## src/rtl/qmcf_pkg.sv

```systemverilog
// Shared types, constants and the microcode program of the quartic minimum block.
// Depends on nothing; every other file imports it.
package qmcf_pkg;

  typedef logic signed [63:0] word_t;

  localparam logic [63:0] MAXV_U = 64'h7FFF_FFFF_FFFF_FFFF;

  localparam int QUEUE_DEPTH = 4;
  localparam int QPTR_W      = 2;

  localparam logic [1:0] STAT_OK       = 2'd0;
  localparam logic [1:0] STAT_BAD_LEAD = 2'd1;
  localparam logic [1:0] STAT_NEG_DISC = 2'd2;
  localparam logic [1:0] STAT_SAT      = 2'd3;

  typedef enum logic [3:0] {
    OP_ADD, OP_SUB, OP_SHR, OP_MULI, OP_NEG, OP_MIN0,
    OP_FMUL, OP_FDIV, OP_DIV3, OP_SQRT, OP_CBRT,
    OP_JFLAT, OP_JNEG, OP_JMP, OP_OUT
  } op_t;

  typedef struct packed {
    op_t        op;
    logic [4:0] rd;
    logic [4:0] ra;
    logic [4:0] rb;
    logic [7:0] imm;
  } uop_t;

  typedef struct packed {
    logic signed [31:0] coef0;
    logic signed [31:0] coef1;
    logic signed [31:0] coef2;
    logic signed [31:0] coef3;
    logic signed [31:0] coef4;
    logic               bad;
  } item_t;

  // Register file slots
  localparam logic [4:0] R_A0 = 5'd0,  R_A1 = 5'd1,  R_A2 = 5'd2,  R_A3 = 5'd3;
  localparam logic [4:0] R_A4 = 5'd4,  R_U  = 5'd5,  R_V  = 5'd6,  R_W  = 5'd7;
  localparam logic [4:0] R_U2 = 5'd8,  R_U3 = 5'd9,  R_U4 = 5'd10, R_B0 = 5'd11;
  localparam logic [4:0] R_B1 = 5'd12, R_B2 = 5'd13, R_SH = 5'd14, R_T0 = 5'd15;
  localparam logic [4:0] R_T1 = 5'd16, R_T2 = 5'd17, R_T3 = 5'd18, R_T4 = 5'd19;
  localparam logic [4:0] R_T5 = 5'd20, R_T6 = 5'd21, R_T7 = 5'd22, R_INF = 5'd23;
  localparam logic [4:0] R_LOC = 5'd24, R_VAL = 5'd25;

  localparam logic [6:0] PC_SYM  = 7'd51;
  localparam logic [6:0] PC_TAIL = 7'd61;
  localparam logic [6:0] PC_LAST = 7'd64;

  function automatic uop_t mk_uop(input op_t op, input logic [4:0] rd,
                                  input logic [4:0] ra, input logic [4:0] rb,
                                  input logic [7:0] imm);
    uop_t u;
    u.op = op; u.rd = rd; u.ra = ra; u.rb = rb; u.imm = imm;
    return u;
  endfunction

  function automatic uop_t uop_rom(input logic [6:0] pc);
    uop_t u;
    case (pc)
      // depressed-form terms
      7'd0:  u = mk_uop(OP_FDIV, R_U,  R_A3, R_A4, 8'd0);
      7'd1:  u = mk_uop(OP_FDIV, R_V,  R_A2, R_A4, 8'd0);
      7'd2:  u = mk_uop(OP_FDIV, R_W,  R_A1, R_A4, 8'd0);
      7'd3:  u = mk_uop(OP_FMUL, R_U2, R_U,  R_U,  8'd0);
      7'd4:  u = mk_uop(OP_FMUL, R_U3, R_U2, R_U,  8'd0);
      7'd5:  u = mk_uop(OP_FMUL, R_U4, R_U2, R_U2, 8'd0);
      7'd6:  u = mk_uop(OP_DIV3, R_T0, R_V,  R_V,  8'd0);
      7'd7:  u = mk_uop(OP_SHR,  R_T1, R_U2, R_U2, 8'd3);
      7'd8:  u = mk_uop(OP_SUB,  R_B2, R_T0, R_T1, 8'd0);
      7'd9:  u = mk_uop(OP_SHR,  R_T0, R_W,  R_W,  8'd1);
      7'd10: u = mk_uop(OP_SHR,  R_T1, R_U3, R_U3, 8'd4);
      7'd11: u = mk_uop(OP_ADD,  R_T0, R_T0, R_T1, 8'd0);
      7'd12: u = mk_uop(OP_FMUL, R_T1, R_V,  R_U,  8'd0);
      7'd13: u = mk_uop(OP_SHR,  R_T1, R_T1, R_T1, 8'd2);
      7'd14: u = mk_uop(OP_SUB,  R_B1, R_T0, R_T1, 8'd0);
      7'd15: u = mk_uop(OP_FMUL, R_T0, R_V,  R_U2, 8'd0);
      7'd16: u = mk_uop(OP_SHR,  R_T0, R_T0, R_T0, 8'd4);
      7'd17: u = mk_uop(OP_FMUL, R_T1, R_W,  R_U,  8'd0);
      7'd18: u = mk_uop(OP_SHR,  R_T1, R_T1, R_T1, 8'd2);
      7'd19: u = mk_uop(OP_SUB,  R_T0, R_T0, R_T1, 8'd0);
      7'd20: u = mk_uop(OP_MULI, R_T1, R_U4, R_U4, 8'd3);
      7'd21: u = mk_uop(OP_SHR,  R_T1, R_T1, R_T1, 8'd8);
      7'd22: u = mk_uop(OP_SUB,  R_T0, R_T0, R_T1, 8'd0);
      7'd23: u = mk_uop(OP_FMUL, R_B0, R_A4, R_T0, 8'd0);
      7'd24: u = mk_uop(OP_SHR,  R_SH, R_U,  R_U,  8'd2);
      7'd25: u = mk_uop(OP_JFLAT, R_T0, R_B1, R_B1, {1'b0, PC_SYM});
      // cube-root branch
      7'd26: u = mk_uop(OP_FMUL, R_T0, R_B2, R_B2, 8'd0);
      7'd27: u = mk_uop(OP_FMUL, R_T1, R_B1, R_B1, 8'd0);
      7'd28: u = mk_uop(OP_FMUL, R_T2, R_T0, R_B2, 8'd0);
      7'd29: u = mk_uop(OP_MULI, R_T3, R_T2, R_T2, 8'd2);
      7'd30: u = mk_uop(OP_ADD,  R_T3, R_T1, R_T3, 8'd0);
      7'd31: u = mk_uop(OP_FMUL, R_T3, R_T1, R_T3, 8'd0);
      7'd32: u = mk_uop(OP_JNEG, R_T3, R_T3, R_T3, 8'd0);
      7'd33: u = mk_uop(OP_SQRT, R_T4, R_T3, R_T3, 8'd0);
      7'd34: u = mk_uop(OP_ADD,  R_T5, R_T1, R_T2, 8'd0);
      7'd35: u = mk_uop(OP_ADD,  R_T5, R_T5, R_T4, 8'd0);
      7'd36: u = mk_uop(OP_CBRT, R_T5, R_T5, R_T5, 8'd0);
      7'd37: u = mk_uop(OP_FDIV, R_T6, R_T0, R_T5, 8'd0);
      7'd38: u = mk_uop(OP_ADD,  R_T6, R_T5, R_T6, 8'd0);
      7'd39: u = mk_uop(OP_ADD,  R_T6, R_T6, R_B2, 8'd0);
      7'd40: u = mk_uop(OP_FDIV, R_T7, R_B1, R_T6, 8'd0);
      7'd41: u = mk_uop(OP_NEG,  R_T7, R_T7, R_T7, 8'd0);
      7'd42: u = mk_uop(OP_SUB,  R_LOC, R_T7, R_SH, 8'd0);
      7'd43: u = mk_uop(OP_SUB,  R_T0, R_T6, R_B2, 8'd0);
      7'd44: u = mk_uop(OP_MULI, R_T1, R_B2, R_B2, 8'd3);
      7'd45: u = mk_uop(OP_SUB,  R_T1, R_T6, R_T1, 8'd0);
      7'd46: u = mk_uop(OP_FMUL, R_T0, R_T0, R_T1, 8'd0);
      7'd47: u = mk_uop(OP_MULI, R_T0, R_T0, R_T0, 8'd3);
      7'd48: u = mk_uop(OP_SHR,  R_T0, R_T0, R_T0, 8'd2);
      7'd49: u = mk_uop(OP_NEG,  R_INF, R_T0, R_T0, 8'd0);
      7'd50: u = mk_uop(OP_JMP,  R_T0, R_T0, R_T0, {1'b0, PC_TAIL});
      // symmetric branch
      7'd51: u = mk_uop(OP_MIN0, R_T0, R_B2, R_B2, 8'd0);
      7'd52: u = mk_uop(OP_FMUL, R_T1, R_T0, R_T0, 8'd0);
      7'd53: u = mk_uop(OP_MULI, R_T1, R_T1, R_T1, 8'd9);
      7'd54: u = mk_uop(OP_SHR,  R_T1, R_T1, R_T1, 8'd2);
      7'd55: u = mk_uop(OP_NEG,  R_INF, R_T1, R_T1, 8'd0);
      7'd56: u = mk_uop(OP_MULI, R_T2, R_T0, R_T0, 8'd3);
      7'd57: u = mk_uop(OP_SHR,  R_T2, R_T2, R_T2, 8'd1);
      7'd58: u = mk_uop(OP_NEG,  R_T2, R_T2, R_T2, 8'd0);
      7'd59: u = mk_uop(OP_SQRT, R_T2, R_T2, R_T2, 8'd0);
      7'd60: u = mk_uop(OP_SUB,  R_LOC, R_T2, R_SH, 8'd0);
      // value at the minimum
      7'd61: u = mk_uop(OP_FMUL, R_T0, R_INF, R_A4, 8'd0);
      7'd62: u = mk_uop(OP_ADD,  R_T0, R_T0, R_A0, 8'd0);
      7'd63: u = mk_uop(OP_ADD,  R_VAL, R_T0, R_B0, 8'd0);
      default: u = mk_uop(OP_OUT, R_T0, R_LOC, R_VAL, 8'd0);
    endcase
    return u;
  endfunction

endpackage

```

## src/rtl/qmcf_queue.sv

```systemverilog
// Short queue between the input stage and the evaluation sequencer.
// Depends on qmcf_pkg (item_t, QUEUE_DEPTH, QPTR_W).
module qmcf_queue import qmcf_pkg::*; (
  input  logic  clk,
  input  logic  rst,
  input  logic  enq,
  input  item_t enq_item,
  output logic  q_full,
  input  logic  deq,
  output item_t head,
  output logic  head_valid
);

  item_t              slots [QUEUE_DEPTH];
  logic [QPTR_W-1:0]  wr_ptr;
  logic [QPTR_W-1:0]  rd_ptr;
  logic [QPTR_W:0]    count;

  assign q_full     = (count == (QPTR_W+1)'(QUEUE_DEPTH));
  assign head_valid = (count != '0);
  assign head       = slots[rd_ptr];

  always_ff @(posedge clk) begin
    if (rst) begin
      wr_ptr <= '0;
      rd_ptr <= '0;
      count  <= '0;
    end else begin
      if (enq) wr_ptr <= wr_ptr + 1'b1;
      if (deq) rd_ptr <= rd_ptr + 1'b1;
      if (enq && !deq) count <= count + 1'b1;
      else if (deq && !enq) count <= count - 1'b1;
    end
  end

  always_ff @(posedge clk) begin
    if (enq) slots[wr_ptr] <= enq_item;
  end

endmodule

```

## config.mk

```make
export PLATFORM = sky130hd
export DESIGN_NAME = qmcf_queue
export DESIGN_NICKNAME = d
export VERILOG_FILES = /design/src/rtl/qmcf_pkg.sv /design/src/rtl/qmcf_queue.sv
export SDC_FILE = /design/constraint.sdc
export NUM_CORES = 1
export LEC_CHECK = 0
export BUFFER_PORTS_ARGS = -buffer_cell sky130_fd_sc_hd__buf_2
export CAP_MARGIN = 20
export CELL_PAD_IN_SITES_DETAIL_PLACEMENT = 1
export CELL_PAD_IN_SITES_GLOBAL_PLACEMENT = 1
export CORE_MARGIN = 2
export CORE_UTILIZATION = 50
export CTS_BUF_LIST = sky130_fd_sc_hd__clkbuf_16
export CTS_CLUSTER_SIZE = 30
export DETAILED_ROUTE_END_ITERATION = 16
export HOLD_SLACK_MARGIN = 0.06
export PLACE_DENSITY_LB_ADDON = 0.1
export SLEW_MARGIN = 15
export SYNTH_ARGS = -nofsm -noshare
export SYNTH_HDL_FRONTEND = slang
export SYNTH_SLANG_ARGS = --single-unit
```

## constraint.sdc

```tcl
create_clock -name clk -period 10.6 [get_ports clk]
set_input_delay 2.12 -clock clk [delete_from_list [all_inputs] [get_ports clk]]
set_output_delay 2.12 -clock clk [all_outputs]
set_load 0.05 [all_outputs]
```

# Word-level counts from Yosys, hierarchy flattened
# Memory sizes are Yosys's and may differ from the RTL's. A register that Yosys moved wholly into a read port is not among the register bits.
# Index checks and enable logic that the tools add are counted.
# classes
add_sub_neg	4
mul	0
div_mod_pow	0
order_cmp	0
eq_ne	1
shift	0
muxes	6
n_bitwise	0
n_reduce_logical	6
# ops
operator	n
$mux 3	2
$add 2x1->2 const B	2
$mux 2	2
$add 3x1->3 const B	1
$eq 3x3->1 const B	1
$reduce_bool 3->1	1
$sub 3x1->3 const B	1
$logic_and 1x1->1	2
$logic_not 1->1	2
$mux 1	2
$reduce_bool 2->1	1
# totals
ff_bits	7
latchBits	0
mem_bits_rw	644
romBits	0
inputBits	165
output_inout_bits	163
elab_cells	21
n_memories	1
# memory_table
name	words	word_bits	read_ports	rd_clocked_by_memory_dff	write_ports	line_no	rtl
slots	4	161	1	1	1	qmcf_queue.sv:14	item_t slots [QUEUE_DEPTH];

# Logic depth before layout (Yosys ltp)
# logic_depth
ltp_word	4
ltp_mapped	7
depth_no_buf	7

# Worst setup path after synthesis
# OpenSTA, ideal clock, no wires.
# synth_timing
kind	input to register
from	in enq
to	mem slots[0][0] (netlist bit), enable pin
setup_time_ns	0.540
t_arrival_ns	5.788
slack_ns	4.272
path_stages	1
n_path_buf	0
cell_sequence	and2_1
# synth_via
elab_chain_cells	2
# synth_rtl
item	line_no	rtl
start: declaration	qmcf_queue.sv:6	input logic enq,
$mux 1	qmcf_queue.sv:37	if (enq) slots[wr_ptr] <= enq_item;
$mux 1 (implied by the code)	qmcf_queue.sv:37	
end: declaration	qmcf_queue.sv:14	
# No other way between the ends.

==> impl_metrics.json <==
{
  "synthTopCellsByArea": "edfxtp_1, mux4_2, dfxtp_1",
  "post_cts_buffers": 0,
  "setup.worst_path.class": "flop to output port",
  "fillers": 3851,
  "preCtsSetupSlack_ns": 5.92,
  "netlist_area_um2": 23600,
  "hold_depth": 2,
  "ys_seq_area_frac": 0.826,
  "synth-seq-cells": 653,
  "drt_first_iter_violations": 560,
  "ir_drop_uv": 188,
  "fin_ws_ns": 5.52,
  "design_area_um2": 28000,
  "multi_input_area_um2": 3870,
  "synth_cell_types": 19,
  "ios": 328,
  "finalHoldViolCount": 0,
  "hp-class": "flop to flop",
  "setup.worst_path.end_class": "output port",
  "cts-hold-fix-buffers": 0,
  "port_buffers": 327,
  "drv_cap": 0,
  "core_area_um2": 46600,
  "syn_to_final_growth_pct": 18.6,
  "p_leak_uw": 0.00947,
  "busiest_layer": "met2",
  "vias": 10500,
  "setup_viol": 0,
  "routedWlPerCell_um": 25.1,
  "post-route-util": 0.602,
  "worst_skew_pair.late_latency_ns": 0.58,
  "p_clk_frac": 0.367,
  "synth_top_area_cell": "edfxtp_1",
  "dieArea_um2": 49000,
  "gr-usage-met2": 0.328,
  "cts_buffer_depth": 3,
  "critPathRequiredTime_ns": 8.48,
  "max_freq_mhz": 197,
  "ant_nets": 0,
  "cellPowerDensity_nw_per_um2": 216,
  "setup_tns_ns": 0,
  "rsz0062_at_grt": "no",
  "grt_pass1_vias": 11500,
  "ys_warn_count": 0,
  "rows": 79,
  "p_seq_frac": 0.497,
  "htree_levels": 3,
  "swShare": 0.255,
  "initial_core_util": 0.508,
  "path_max_fanout": 49,
  "drive_gt1_frac": 0.453,
  "rr_worst_depth": 5,
  "syn-instance-count": 885,
  "final_nets": 1431,
  "internal-power_uw": 4510,
  "grt_start_max_net_pins": 94,
  "track_usage": 0.199,
  "cts_num_sinks": 653,
  "gr-total-overflow": 0,
  "syn_nets": 1056,
  "path_clk_slew_ns": 0.06,
  "use_met3": 0.0620,
  "cts-root-buf": "clkbuf_16",
  "drv_slew": 0,
  "cp-start-kind": "flop",
  "cp.arrival_ns": 2.96,
  "finClkSkew_ns": 0.0135,
  "avgSynthCellArea_um2": 26.7,
  "finalCritPeriodShare": 0.480,
  "wl_mm": 48.3,
  "die_h_um": 221,
  "placed_area_um2": 25900,
  "use_met1": 0.257,
  "outcome": "finished, final reports clean",
  "synth.top_cell.area_share": 0.818,
  "post-dp-hpwl_mm": 29.3,
  "via_per_inst": 5.47,
  "grt_antenna_before_repair": 14,
  "ctsResizeCount": 0,
  "cts_tree": "yes",
  "gp_congestion": 0.713,
  "min_period_ns": 5.08,
  "dieWidth_um": 221,
  "p_switching_uw": 1540,
  "slew_headroom": 0.307,
  "grt_pass1_wl_mm": 72.9,
  "worst_slew_pin_slew_ns": 1.04,
  "comb_power_share": 0.136,
  "regArea_um2": 19500,
  "drt_pass1_iterations": 4,
  "cts_made_buffers": 69,
  "drc": 0
}
per-layer routing:
metal  up-vias  share of wire  routed length [um]
li1       4594              -                   -
met1      5543           0.40               19400
met2       289           0.51               24500
met3        75          0.070                3360
met4        16          0.018                 870
met5         -         0.0019                  92
critical path, stage by stage (launching register included):
cell     delay, ns
dfxtp_4       0.63
buf_4         0.83
mux4_2        0.63
buf_2         0.23
logic make-up (layout without fill, tap and decap cells):
kind of cell | Yosys count | in the layout | synth area share
compound gates | 2 | 2 | 0.000423
xor+xnor | 5 | 5 | 0.00185
fa+ha+maj | 6 | 6 | 0.00349
buf+inv | 41 | 465 | 0.0110
flops | 653 | 653 | 0.826
mux | 163 | 163 | 0.154
other cells | 0 | 6 | 0
simple gates | 15 | 15 | 0.00318
final timing paths:
| path | from | to | slack [ns] |
|---|---|---|---|
| min reg2reg | count[2] | count[2] | 0.53 |
| max reg2reg | wr_ptr[1] | slots[1][73] | 7.76 |
| min | count[2] | count[2] | 0.53 |
| max | flop | head[68] | 5.52 |
power by group through the flow:
stage / Combinational, uW / Sequential [uW] / Clock, uW
after floorplan: 624 / 3060 / 0
after global placement: 833 / 3050 / 0
after detailed placement: 840 / 3060 / 0
after CTS: 842 / 3010 / 2280
after global routing: 868 / 3020 / 2370
final: 825 / 3010 / 2220
state kept, by name, summed over array words and instances (netlist names), named ones only:
signal,count
slots,644
count,3
wr_ptr,2
rd_ptr,2
layout by cell type, fill, tap and decap left out:
cell type and count:
fa_1 1, mux2i_1 2, inv_1 22, diode_2 6
buf_12 1, mux4_2 161, nand2_1 1, o21ai_0 1
and2_4 4, ha_1 5, xor2_1 3, bufinv_16 3
inv_8 1, xnor2_1 2, buf_2 327, edfxtp_1 644
clkbuf_16 73, dfxtp_1 7, clkinv_2 8, buf_4 13
or3_1 2, nor3b_1 1, a21oi_1 1, clkinv_1 17
dfxtp_4 2, nor2_1 7
synthesized netlist by cell type, drive strengths merged:
library cell / n
xor2: 3
nor2: 7
or3: 2
nor3b: 1
edfxtp: 644
dfxtp: 9
fa: 1
o21ai: 1
nand2: 1
clkbuf: 8
mux4: 161
ha: 5
and2: 4
mux2i: 2
xnor2: 2
inv: 4
a21oi: 1
buf: 29
through the flow:
step	cells	total power [uW]	hold WS [ns]
after global placement	1796	3890	0.479
after floorplan	885	3680	0.461
final	1922	6050	0.527
after CTS	1916	6130	0.518
after global routing	1922	6260	0.581
after detailed placement	1796	3900	0.509
layout make-up:
| class | instances | area share |
|---|---|---|
| Antenna cell | 6 | 0.000536 |
| Clock buffer | 73 | 0.0652 |
| Clock inverter | 47 | 0.00973 |
| Inverter | 4 | 0.000536 |
| Multi-Input combinational cell | 191 | 0.138 |
| Sequential cell | 653 | 0.696 |
| Tap cell | 607 | 0.0271 |
| Timing Repair Buffer | 341 | 0.0626 |
Power figures use the tool's default switching activity.
