### config.mk
export PLATFORM = sky130hd
export DESIGN_NAME = qmcf_front
export DESIGN_NICKNAME = d
export VERILOG_FILES = /design/src/rtl/qmcf_pkg.sv /design/src/rtl/qmcf_front.sv
export SDC_FILE = /design/constraint.sdc
export NUM_CORES = 1
export LEC_CHECK = 0
export BUFFER_PORTS_ARGS = -buffer_cell sky130_fd_sc_hd__buf_2
export CAP_MARGIN = 0
export CORE_AREA = 2 2 127 129
export DETAILED_ROUTE_END_ITERATION = 6
export DIE_AREA = 0 0 129 131
export MAX_ROUTING_LAYER = met4
export SLEW_MARGIN = 20
export SYNTH_ARGS = -nofsm -noshare
export SYNTH_HDL_FRONTEND = slang
export SYNTH_SLANG_ARGS = --single-unit
### constraint.sdc
create_clock -name clk -period 15.3 [get_ports clk]
set_input_delay 4.59 -clock clk [delete_from_list [all_inputs] [get_ports clk]]
set_output_delay 4.59 -clock clk [all_outputs]
set_load 0.02 [all_outputs]
### src/rtl/qmcf_pkg.sv
// Shared types, constants and the microcode program of the quartic minimum block.
// Depends on nothing; every other file imports it.
package qmcf_pkg;

  typedef logic signed [63:0] word_t;

  localparam logic [63:0] MAXV_U = 64'h7FFF_FFFF_FFFF_FFFF;

  localparam int QUEUE_DEPTH = 4;
  localparam int QPTR_W      = 2;

  localparam logic [1:0] STAT_OK       = 2'd0;
  localparam logic [1:0] STAT_BAD_LEAD = 2'd1;
  localparam logic [1:0] STAT_NEG_DISC = 2'd2;
  localparam logic [1:0] STAT_SAT      = 2'd3;

  typedef enum logic [3:0] {
    OP_ADD, OP_SUB, OP_SHR, OP_MULI, OP_NEG, OP_MIN0,
    OP_FMUL, OP_FDIV, OP_DIV3, OP_SQRT, OP_CBRT,
    OP_JFLAT, OP_JNEG, OP_JMP, OP_OUT
  } op_t;

  typedef struct packed {
    op_t        op;
    logic [4:0] rd;
    logic [4:0] ra;
    logic [4:0] rb;
    logic [7:0] imm;
  } uop_t;

  typedef struct packed {
    logic signed [31:0] coef0;
    logic signed [31:0] coef1;
    logic signed [31:0] coef2;
    logic signed [31:0] coef3;
    logic signed [31:0] coef4;
    logic               bad;
  } item_t;

  // Register file slots
  localparam logic [4:0] R_A0 = 5'd0,  R_A1 = 5'd1,  R_A2 = 5'd2,  R_A3 = 5'd3;
  localparam logic [4:0] R_A4 = 5'd4,  R_U  = 5'd5,  R_V  = 5'd6,  R_W  = 5'd7;
  localparam logic [4:0] R_U2 = 5'd8,  R_U3 = 5'd9,  R_U4 = 5'd10, R_B0 = 5'd11;
  localparam logic [4:0] R_B1 = 5'd12, R_B2 = 5'd13, R_SH = 5'd14, R_T0 = 5'd15;
  localparam logic [4:0] R_T1 = 5'd16, R_T2 = 5'd17, R_T3 = 5'd18, R_T4 = 5'd19;
  localparam logic [4:0] R_T5 = 5'd20, R_T6 = 5'd21, R_T7 = 5'd22, R_INF = 5'd23;
  localparam logic [4:0] R_LOC = 5'd24, R_VAL = 5'd25;

  localparam logic [6:0] PC_SYM  = 7'd51;
  localparam logic [6:0] PC_TAIL = 7'd61;
  localparam logic [6:0] PC_LAST = 7'd64;

  function automatic uop_t mk_uop(input op_t op, input logic [4:0] rd,
                                  input logic [4:0] ra, input logic [4:0] rb,
                                  input logic [7:0] imm);
    uop_t u;
    u.op = op; u.rd = rd; u.ra = ra; u.rb = rb; u.imm = imm;
    return u;
  endfunction

  function automatic uop_t uop_rom(input logic [6:0] pc);
    uop_t u;
    case (pc)
      // depressed-form terms
      7'd0:  u = mk_uop(OP_FDIV, R_U,  R_A3, R_A4, 8'd0);
      7'd1:  u = mk_uop(OP_FDIV, R_V,  R_A2, R_A4, 8'd0);
      7'd2:  u = mk_uop(OP_FDIV, R_W,  R_A1, R_A4, 8'd0);
      7'd3:  u = mk_uop(OP_FMUL, R_U2, R_U,  R_U,  8'd0);
      7'd4:  u = mk_uop(OP_FMUL, R_U3, R_U2, R_U,  8'd0);
      7'd5:  u = mk_uop(OP_FMUL, R_U4, R_U2, R_U2, 8'd0);
      7'd6:  u = mk_uop(OP_DIV3, R_T0, R_V,  R_V,  8'd0);
      7'd7:  u = mk_uop(OP_SHR,  R_T1, R_U2, R_U2, 8'd3);
      7'd8:  u = mk_uop(OP_SUB,  R_B2, R_T0, R_T1, 8'd0);
      7'd9:  u = mk_uop(OP_SHR,  R_T0, R_W,  R_W,  8'd1);
      7'd10: u = mk_uop(OP_SHR,  R_T1, R_U3, R_U3, 8'd4);
      7'd11: u = mk_uop(OP_ADD,  R_T0, R_T0, R_T1, 8'd0);
      7'd12: u = mk_uop(OP_FMUL, R_T1, R_V,  R_U,  8'd0);
      7'd13: u = mk_uop(OP_SHR,  R_T1, R_T1, R_T1, 8'd2);
      7'd14: u = mk_uop(OP_SUB,  R_B1, R_T0, R_T1, 8'd0);
      7'd15: u = mk_uop(OP_FMUL, R_T0, R_V,  R_U2, 8'd0);
      7'd16: u = mk_uop(OP_SHR,  R_T0, R_T0, R_T0, 8'd4);
      7'd17: u = mk_uop(OP_FMUL, R_T1, R_W,  R_U,  8'd0);
      7'd18: u = mk_uop(OP_SHR,  R_T1, R_T1, R_T1, 8'd2);
      7'd19: u = mk_uop(OP_SUB,  R_T0, R_T0, R_T1, 8'd0);
      7'd20: u = mk_uop(OP_MULI, R_T1, R_U4, R_U4, 8'd3);
      7'd21: u = mk_uop(OP_SHR,  R_T1, R_T1, R_T1, 8'd8);
      7'd22: u = mk_uop(OP_SUB,  R_T0, R_T0, R_T1, 8'd0);
      7'd23: u = mk_uop(OP_FMUL, R_B0, R_A4, R_T0, 8'd0);
      7'd24: u = mk_uop(OP_SHR,  R_SH, R_U,  R_U,  8'd2);
      7'd25: u = mk_uop(OP_JFLAT, R_T0, R_B1, R_B1, {1'b0, PC_SYM});
      // cube-root branch
      7'd26: u = mk_uop(OP_FMUL, R_T0, R_B2, R_B2, 8'd0);
      7'd27: u = mk_uop(OP_FMUL, R_T1, R_B1, R_B1, 8'd0);
      7'd28: u = mk_uop(OP_FMUL, R_T2, R_T0, R_B2, 8'd0);
      7'd29: u = mk_uop(OP_MULI, R_T3, R_T2, R_T2, 8'd2);
      7'd30: u = mk_uop(OP_ADD,  R_T3, R_T1, R_T3, 8'd0);
      7'd31: u = mk_uop(OP_FMUL, R_T3, R_T1, R_T3, 8'd0);
      7'd32: u = mk_uop(OP_JNEG, R_T3, R_T3, R_T3, 8'd0);
      7'd33: u = mk_uop(OP_SQRT, R_T4, R_T3, R_T3, 8'd0);
      7'd34: u = mk_uop(OP_ADD,  R_T5, R_T1, R_T2, 8'd0);
      7'd35: u = mk_uop(OP_ADD,  R_T5, R_T5, R_T4, 8'd0);
      7'd36: u = mk_uop(OP_CBRT, R_T5, R_T5, R_T5, 8'd0);
      7'd37: u = mk_uop(OP_FDIV, R_T6, R_T0, R_T5, 8'd0);
      7'd38: u = mk_uop(OP_ADD,  R_T6, R_T5, R_T6, 8'd0);
      7'd39: u = mk_uop(OP_ADD,  R_T6, R_T6, R_B2, 8'd0);
      7'd40: u = mk_uop(OP_FDIV, R_T7, R_B1, R_T6, 8'd0);
      7'd41: u = mk_uop(OP_NEG,  R_T7, R_T7, R_T7, 8'd0);
      7'd42: u = mk_uop(OP_SUB,  R_LOC, R_T7, R_SH, 8'd0);
      7'd43: u = mk_uop(OP_SUB,  R_T0, R_T6, R_B2, 8'd0);
      7'd44: u = mk_uop(OP_MULI, R_T1, R_B2, R_B2, 8'd3);
      7'd45: u = mk_uop(OP_SUB,  R_T1, R_T6, R_T1, 8'd0);
      7'd46: u = mk_uop(OP_FMUL, R_T0, R_T0, R_T1, 8'd0);
      7'd47: u = mk_uop(OP_MULI, R_T0, R_T0, R_T0, 8'd3);
      7'd48: u = mk_uop(OP_SHR,  R_T0, R_T0, R_T0, 8'd2);
      7'd49: u = mk_uop(OP_NEG,  R_INF, R_T0, R_T0, 8'd0);
      7'd50: u = mk_uop(OP_JMP,  R_T0, R_T0, R_T0, {1'b0, PC_TAIL});
      // symmetric branch
      7'd51: u = mk_uop(OP_MIN0, R_T0, R_B2, R_B2, 8'd0);
      7'd52: u = mk_uop(OP_FMUL, R_T1, R_T0, R_T0, 8'd0);
      7'd53: u = mk_uop(OP_MULI, R_T1, R_T1, R_T1, 8'd9);
      7'd54: u = mk_uop(OP_SHR,  R_T1, R_T1, R_T1, 8'd2);
      7'd55: u = mk_uop(OP_NEG,  R_INF, R_T1, R_T1, 8'd0);
      7'd56: u = mk_uop(OP_MULI, R_T2, R_T0, R_T0, 8'd3);
      7'd57: u = mk_uop(OP_SHR,  R_T2, R_T2, R_T2, 8'd1);
      7'd58: u = mk_uop(OP_NEG,  R_T2, R_T2, R_T2, 8'd0);
      7'd59: u = mk_uop(OP_SQRT, R_T2, R_T2, R_T2, 8'd0);
      7'd60: u = mk_uop(OP_SUB,  R_LOC, R_T2, R_SH, 8'd0);
      // value at the minimum
      7'd61: u = mk_uop(OP_FMUL, R_T0, R_INF, R_A4, 8'd0);
      7'd62: u = mk_uop(OP_ADD,  R_T0, R_T0, R_A0, 8'd0);
      7'd63: u = mk_uop(OP_ADD,  R_VAL, R_T0, R_B0, 8'd0);
      default: u = mk_uop(OP_OUT, R_T0, R_LOC, R_VAL, 8'd0);
    endcase
    return u;
  endfunction

endpackage

### src/rtl/qmcf_front.sv
// Input stage: registers one item and tags a non-positive quartic term.
// Depends on qmcf_pkg (item_t).
module qmcf_front import qmcf_pkg::*; (
  input  logic               clk,
  input  logic               rst,
  input  logic               push,
  output logic               full,
  input  logic signed [31:0] coef0,
  input  logic signed [31:0] coef1,
  input  logic signed [31:0] coef2,
  input  logic signed [31:0] coef3,
  input  logic signed [31:0] coef4,
  input  logic               q_full,
  output logic               enq,
  output item_t              enq_item
);

  logic  stage_valid;
  item_t stage;

  assign enq      = stage_valid && !q_full;
  assign full     = stage_valid && q_full;
  assign enq_item = stage;

  always_ff @(posedge clk) begin
    if (rst) begin
      stage_valid <= 1'b0;
    end else if (push && !full) begin
      stage_valid <= 1'b1;
    end else if (enq) begin
      stage_valid <= 1'b0;
    end
  end

  always_ff @(posedge clk) begin
    if (push && !full) begin
      stage.coef0 <= coef0;
      stage.coef1 <= coef1;
      stage.coef2 <= coef2;
      stage.coef3 <= coef3;
      stage.coef4 <= coef4;
      stage.bad   <= (coef4 <= 32'sd0);
    end
  end

endmodule

# After elaboration in Yosys (flattened, before gate mapping)
# Cells that the tools add are included.
# W data, S select, Z words.
# op_classes
n_addsub,0
n_mul,0
div_mod_pow,0
order_cmp,1
n_eq_ne,0
n_shift,0
n_mux,2
bitwise_logic,0
reduce_logical,6
# ops
cell,n
$le A32 B1 Y1 const B,1
$logic_and A1 B1 Y1,3
$logic_not A1 Y1,2
$mux W1,2
$reduce_bool A2 Y1,1
# totals
register_bits,162
latch_bits,0
mem_bits_rw,0
mem_bits_ro,0
input_bits,164
output_inout_bits,163
elab_cells,16
memories,0

# Longest topological paths before layout
# depth
ltp_word,4
mapped_depth,3
depth_no_buf,3

# Least setup slack after synthesis
# No wires, ideal clock.
# synth_timing
path_type,input port to flip-flop
startpoint,input q_full
endpoint,"register stage, in the netlist enq_item[0], enable pin"
setup_ns,0.699
arrival_time_ns,11.892
required_time_ns,14.601
slack_ns,2.708
cell_stages,2
path_buffers,0
cell_sequence,and2_1 > nor2b_1
# synth_between
elab_chain_len,3
# synth_rtl
item,line,source
"start, declared",qmcf_front.sv:13,"input logic q_full,"
$logic_and A1 B1 Y1,qmcf_front.sv:22,assign full = stage_valid && q_full;
$logic_not A1 Y1,qmcf_front.sv:36,if (push && !full) begin
$logic_and A1 B1 Y1,qmcf_front.sv:36,
"end, declared",qmcf_front.sv:19,item_t stage;
# No other way between the ends.
# A chain may end at the register's enable or synchronous reset.

# Worst setup path after layout
# layout_timing
startpoint,input q_full
endpoint,output full
# layout_between
elab_chain_len,1
# layout_rtl
item,line,source
$logic_and A1 B1 Y1,qmcf_front.sv:22,
"end, declared",qmcf_front.sv:7,"output logic full,"
# No other way between the ends.

==> impl_results.html <==
<table>
<tr><th>Metric</th><th>Value</th></tr>
<tr><th colspan="2">Run status</th></tr>
<tr><td>Result of the run</td><td>finished, final reports clean</td></tr>
<tr><th colspan="2">STA</th></tr>
<tr><td>Clock skew after layout</td><td>0.00607 ns</td></tr>
<tr><td>Slack of the critical path</td><td>5.63 ns</td></tr>
<tr><td>Setup Viol. Count Final</td><td>0</td></tr>
<tr><td>Relative slew margins</td><td>27.4%</td></tr>
<tr><td>Final Max Slew Viols</td><td>0</td></tr>
<tr><td>Transition at the pin with the smallest max-transition slack</td><td>1.09 ns</td></tr>
<tr><td>Share of the clock period used by the worst path after layout</td><td>63.2%</td></tr>
<tr><td>Sum of negative setup slack</td><td>0 ns</td></tr>
<tr><td>Final Hold Fails</td><td>0</td></tr>
<tr><td>Setup repair after global routing missed its margin</td><td>no</td></tr>
<tr><td>Time the final worst path needs with I/O delays and setup</td><td>9.67 ns</td></tr>
<tr><td>Highest clock frequency the design can meet</td><td>103 MHz</td></tr>
<tr><th colspan="2">Detailed routing</th></tr>
<tr><td>Count of unresolved DRC violations after routing</td><td>0</td></tr>
<tr><td>Total via count in the routed design</td><td>3,116</td></tr>
<tr><td>Count of nets left with antenna violations after detail routing</td><td>0</td></tr>
<tr><td>Detail-routed net length per standard cell</td><td>16.0 um</td></tr>
<tr><td>Routed wire length</td><td>12,000 um</td></tr>
<tr><td>Iteration-0 DRC Markers</td><td>195</td></tr>
<tr><td>First-pass iteration count of the detailed router</td><td>4</td></tr>
<tr><td>Via-to-Cell Ratio</td><td>4.14</td></tr>
<tr><th colspan="2">Pwr</th></tr>
<tr><td>Switching Power</td><td>0.000227 W</td></tr>
<tr><td>Static leakage</td><td>3.15 nW</td></tr>
<tr><td>Worst vdd ir</td><td>65.3 uV</td></tr>
<tr><td>Power Internal</td><td>0.000790 W</td></tr>
<tr><td>Power Density</td><td>137 nW/um^2</td></tr>
<tr><td>Part of the total power dissipated in sequential elements</td><td>51.7%</td></tr>
<tr><td>Combinational group share of total power</td><td>9.0%</td></tr>
<tr><td>Switching fraction of total power</td><td>22.3%</td></tr>
<tr><td>Clk network pwr share</td><td>39.3%</td></tr>
<tr><th colspan="2">Clock network</th></tr>
<tr><td>Number of hold buffers added after cts</td><td>0</td></tr>
<tr><td>CTS clock-pin slew for the worst setup and hold paths</td><td>0.06 ns</td></tr>
<tr><td>Clock sink total</td><td>162</td></tr>
<tr><td>TritonCTS clock tree</td><td>yes</td></tr>
<tr><td>Bufs on Longest Clock Path</td><td>2</td></tr>
<tr><td>H-tree levels</td><td>4</td></tr>
<tr><td>Skew-Pair Late Insertion Delay</td><td>0.41 ns</td></tr>
<tr><td>Number of clock buffers inserted by TritonCTS</td><td>17</td></tr>
<tr><td>Post_cts resized</td><td>0</td></tr>
<tr><td>Clock root buffer master</td><td>sky130_fd_sc_hd__clkbuf_16</td></tr>
<tr><td>Number of post-CTS setup repair buffers</td><td>0</td></tr>
<tr><th colspan="2">Final layout</th></tr>
<tr><td>Antenna cell count</td><td>0</td></tr>
<tr><td>Fraction of layout cells with a size suffix above 1</td><td>66.5%</td></tr>
<tr><td>Fillcell total</td><td>1,359</td></tr>
<tr><td>Commonest non-fill, non-tap cells in the layout</td><td>sky130_fd_sc_hd__buf_2, sky130_fd_sc_hd__edfxtp_1, sky130_fd_sc_hd__clkbuf_16</td></tr>
<tr><td>Nets@finish</td><td>689</td></tr>
<tr><td>Commonest non-fill, non-tap cell in the layout</td><td>sky130_fd_sc_hd__buf_2</td></tr>
<tr><td>Final core utilization</td><td>47.7%</td></tr>
<tr><td>Signed area change from the synthesized netlist to the final layout</td><td>49.8%</td></tr>
<tr><td>Final instance area</td><td>7450 um^2</td></tr>
<tr><th colspan="2">GRT</th></tr>
<tr><td>Number of global-route vias before repair</td><td>3,226</td></tr>
<tr><td>Wire length of the first global-routing pass</td><td>16,500 um</td></tr>
<tr><td>Pin count of the biggest net entering global routing</td><td>87</td></tr>
<tr><td>Remaining global-route overflow</td><td>0</td></tr>
<tr><td>Global router's overall resource usage</td><td>13.9%</td></tr>
<tr><td>Number of antenna violations at the first check in global routing</td><td>0</td></tr>
<tr><th colspan="2">Synth</th></tr>
<tr><td>Synthesis Warnings</td><td>0</td></tr>
<tr><td>Number of storage elements in the synthesis netlist</td><td>162</td></tr>
<tr><td>Post-synthesis instance total</td><td>178</td></tr>
<tr><td>Netlist area before placement</td><td>4970 um^2</td></tr>
<tr><td>Proportion of synthesized chip area in sequential cells</td><td>97.7%</td></tr>
<tr><td>Mapped Nets</td><td>342</td></tr>
<tr><td>Synthesized area per cell</td><td>27.9 um^2</td></tr>
<tr><td>Number of distinct standard cells referenced by the synthesized netlist</td><td>9</td></tr>
<tr><th colspan="2">Critical path</th></tr>
<tr><td>Slack of the worst reg-to-reg path</td><td>13.41 ns</td></tr>
<tr><td>Path type of the worst setup path</td><td>in -&gt; out</td></tr>
<tr><td>Crit Reg-Reg Endpoint</td><td>enq_item[54]$_DFFE_PP_</td></tr>
<tr><td>R2r startpoint</td><td>stage_valid$_SDFFE_PP0P_</td></tr>
<tr><td>Critical path required time</td><td>10.71 ns</td></tr>
<tr><td>Critical path launch point type</td><td>primary input</td></tr>
<tr><td>Critical path capture point type</td><td>output port</td></tr>
<tr><td>Number of cell instances on the worst register-to-register path</td><td>3</td></tr>
<tr><td>Peak fanout along the critical path</td><td>3</td></tr>
<tr><td>Arrival @ worst endpoint</td><td>5.08 ns</td></tr>
<tr><th colspan="2">Flow run</th></tr>
<tr><td>Number of max-cap violations</td><td>0</td></tr>
<tr><th colspan="2">Die</th></tr>
<tr><td>Initial core utilization</td><td>31.9%</td></tr>
<tr><td>Die Outline Area</td><td>16,900 um^2</td></tr>
<tr><td>Row count</td><td>46</td></tr>
<tr><td>Boundary Pins</td><td>327</td></tr>
<tr><td>Die outline width</td><td>129 um</td></tr>
<tr><td>Area of the core</td><td>15,600 um^2</td></tr>
<tr><td>DIE HEIGHT</td><td>131 um</td></tr>
<tr><th colspan="2">Min path</th></tr>
<tr><td>Hold path start</td><td>stage_valid$_SDFFE_PP0P_</td></tr>
<tr><td>Worst min-delay path category</td><td>reg -&gt; reg</td></tr>
<tr><td>Worst hold path depth</td><td>3</td></tr>
<tr><td>Hold Path Sink</td><td>stage_valid$_SDFFE_PP0P_</td></tr>
<tr><th colspan="2">Place</th></tr>
<tr><td>Area after DPL</td><td>6890 um^2</td></tr>
<tr><td>Setup WS pre-CTS</td><td>5.62 ns</td></tr>
<tr><td>IO buf count</td><td>326</td></tr>
<tr><td>Global placer's final weighted congestion</td><td>0.761</td></tr>
<tr><td>Half-perimeter wire length of the detailed placement result</td><td>9140 um</td></tr>
</table>
-- how the worst max path moves through the flow --
stage	cells past startpoint	start	end	slack [ns]
finish	3	q_full	full	5.63
global route	3	q_full	full	5.61
CTS	3	q_full	full	5.62
detailed placement	3	q_full	full	5.62
global placement	3	q_full	full	5.64
floorplan	2	q_full	enq_item[0]$_DFFE_PP_	2.71
-- cells in the mapped netlist, drive strengths merged --
cell / instances / area share (%)
and2: 1 / 0.13
nor4: 8 / 1.4
edfxtp: 161 / 97
o21bai: 1 / 0.15
nor2: 2 / 0.15
dfxtp: 1 / 0.40
nand4: 2 / 0.25
nor2b: 2 / 0.25
-- power groups by stage --
stage / Clock (W) / Combinational, W / Sequential, W
6_report: 0.000399 / 0.0000918 / 0.000526
3_3_place_gp: 0 / 0.0000913 / 0.000534
4_1_cts: 0.000411 / 0.0000930 / 0.000526
3_5_place_dp: 0 / 0.0000930 / 0.000535
2_1_floorplan: 0 / 0.00000887 / 0.000575
5_1_grt: 0.000430 / 0.0000976 / 0.000528
-- routing by layer --
layer  wire length [um]  track usage, %  share of wire [%]
met4                153            5.50                1.3
met1               4550            14.6                 38
met2               6240            23.1                 52
met5                  0               -                  0
met3               1100            6.19                9.1
-- worst max-delay path: stages --
cell	delay [ns]
sky130_fd_sc_hd__buf_2	0.09
sky130_fd_sc_hd__and2_1	0.21
sky130_fd_sc_hd__buf_2	0.20
-- area by class of cell --
cell class / count / area, um^2 / share of cell area, %
Clock inverter: 10 / 111 / 1.50
Clock buffer: 21 / 440 / 5.91
Timing Repair Buffer: 328 / 1650 / 22.1
Multi-Input combinational cell: 16 / 123 / 1.65
Sequential cell: 162 / 4850 / 65.2
Tap cell: 216 / 270 / 3.63
-- state kept, by name, indices dropped and copies added (netlist names) --
register and count:
enq_item 161, stage_valid 1
-- per-stage QoR --
step | total power (W) | hold slack [ns] | std cells
global placement | 0.000626 | 0.653 | 722
global route | 0.00106 | 0.719 | 753
detailed placement | 0.000628 | 0.675 | 722
floorplan | 0.000583 | 0.683 | 178
finish | 0.00102 | 0.683 | 753
CTS | 0.00103 | 0.685 | 753
-- kinds of logic after synthesis --
kind of cell | count (synthesis) | synth area share [%]
flip-flops | 162 | 97.7
AND/OR/NAND/NOR | 15 | 2.17
AO/OA/AOI/OAI | 1 | 0.151
(Power assumes the default switching activity.)
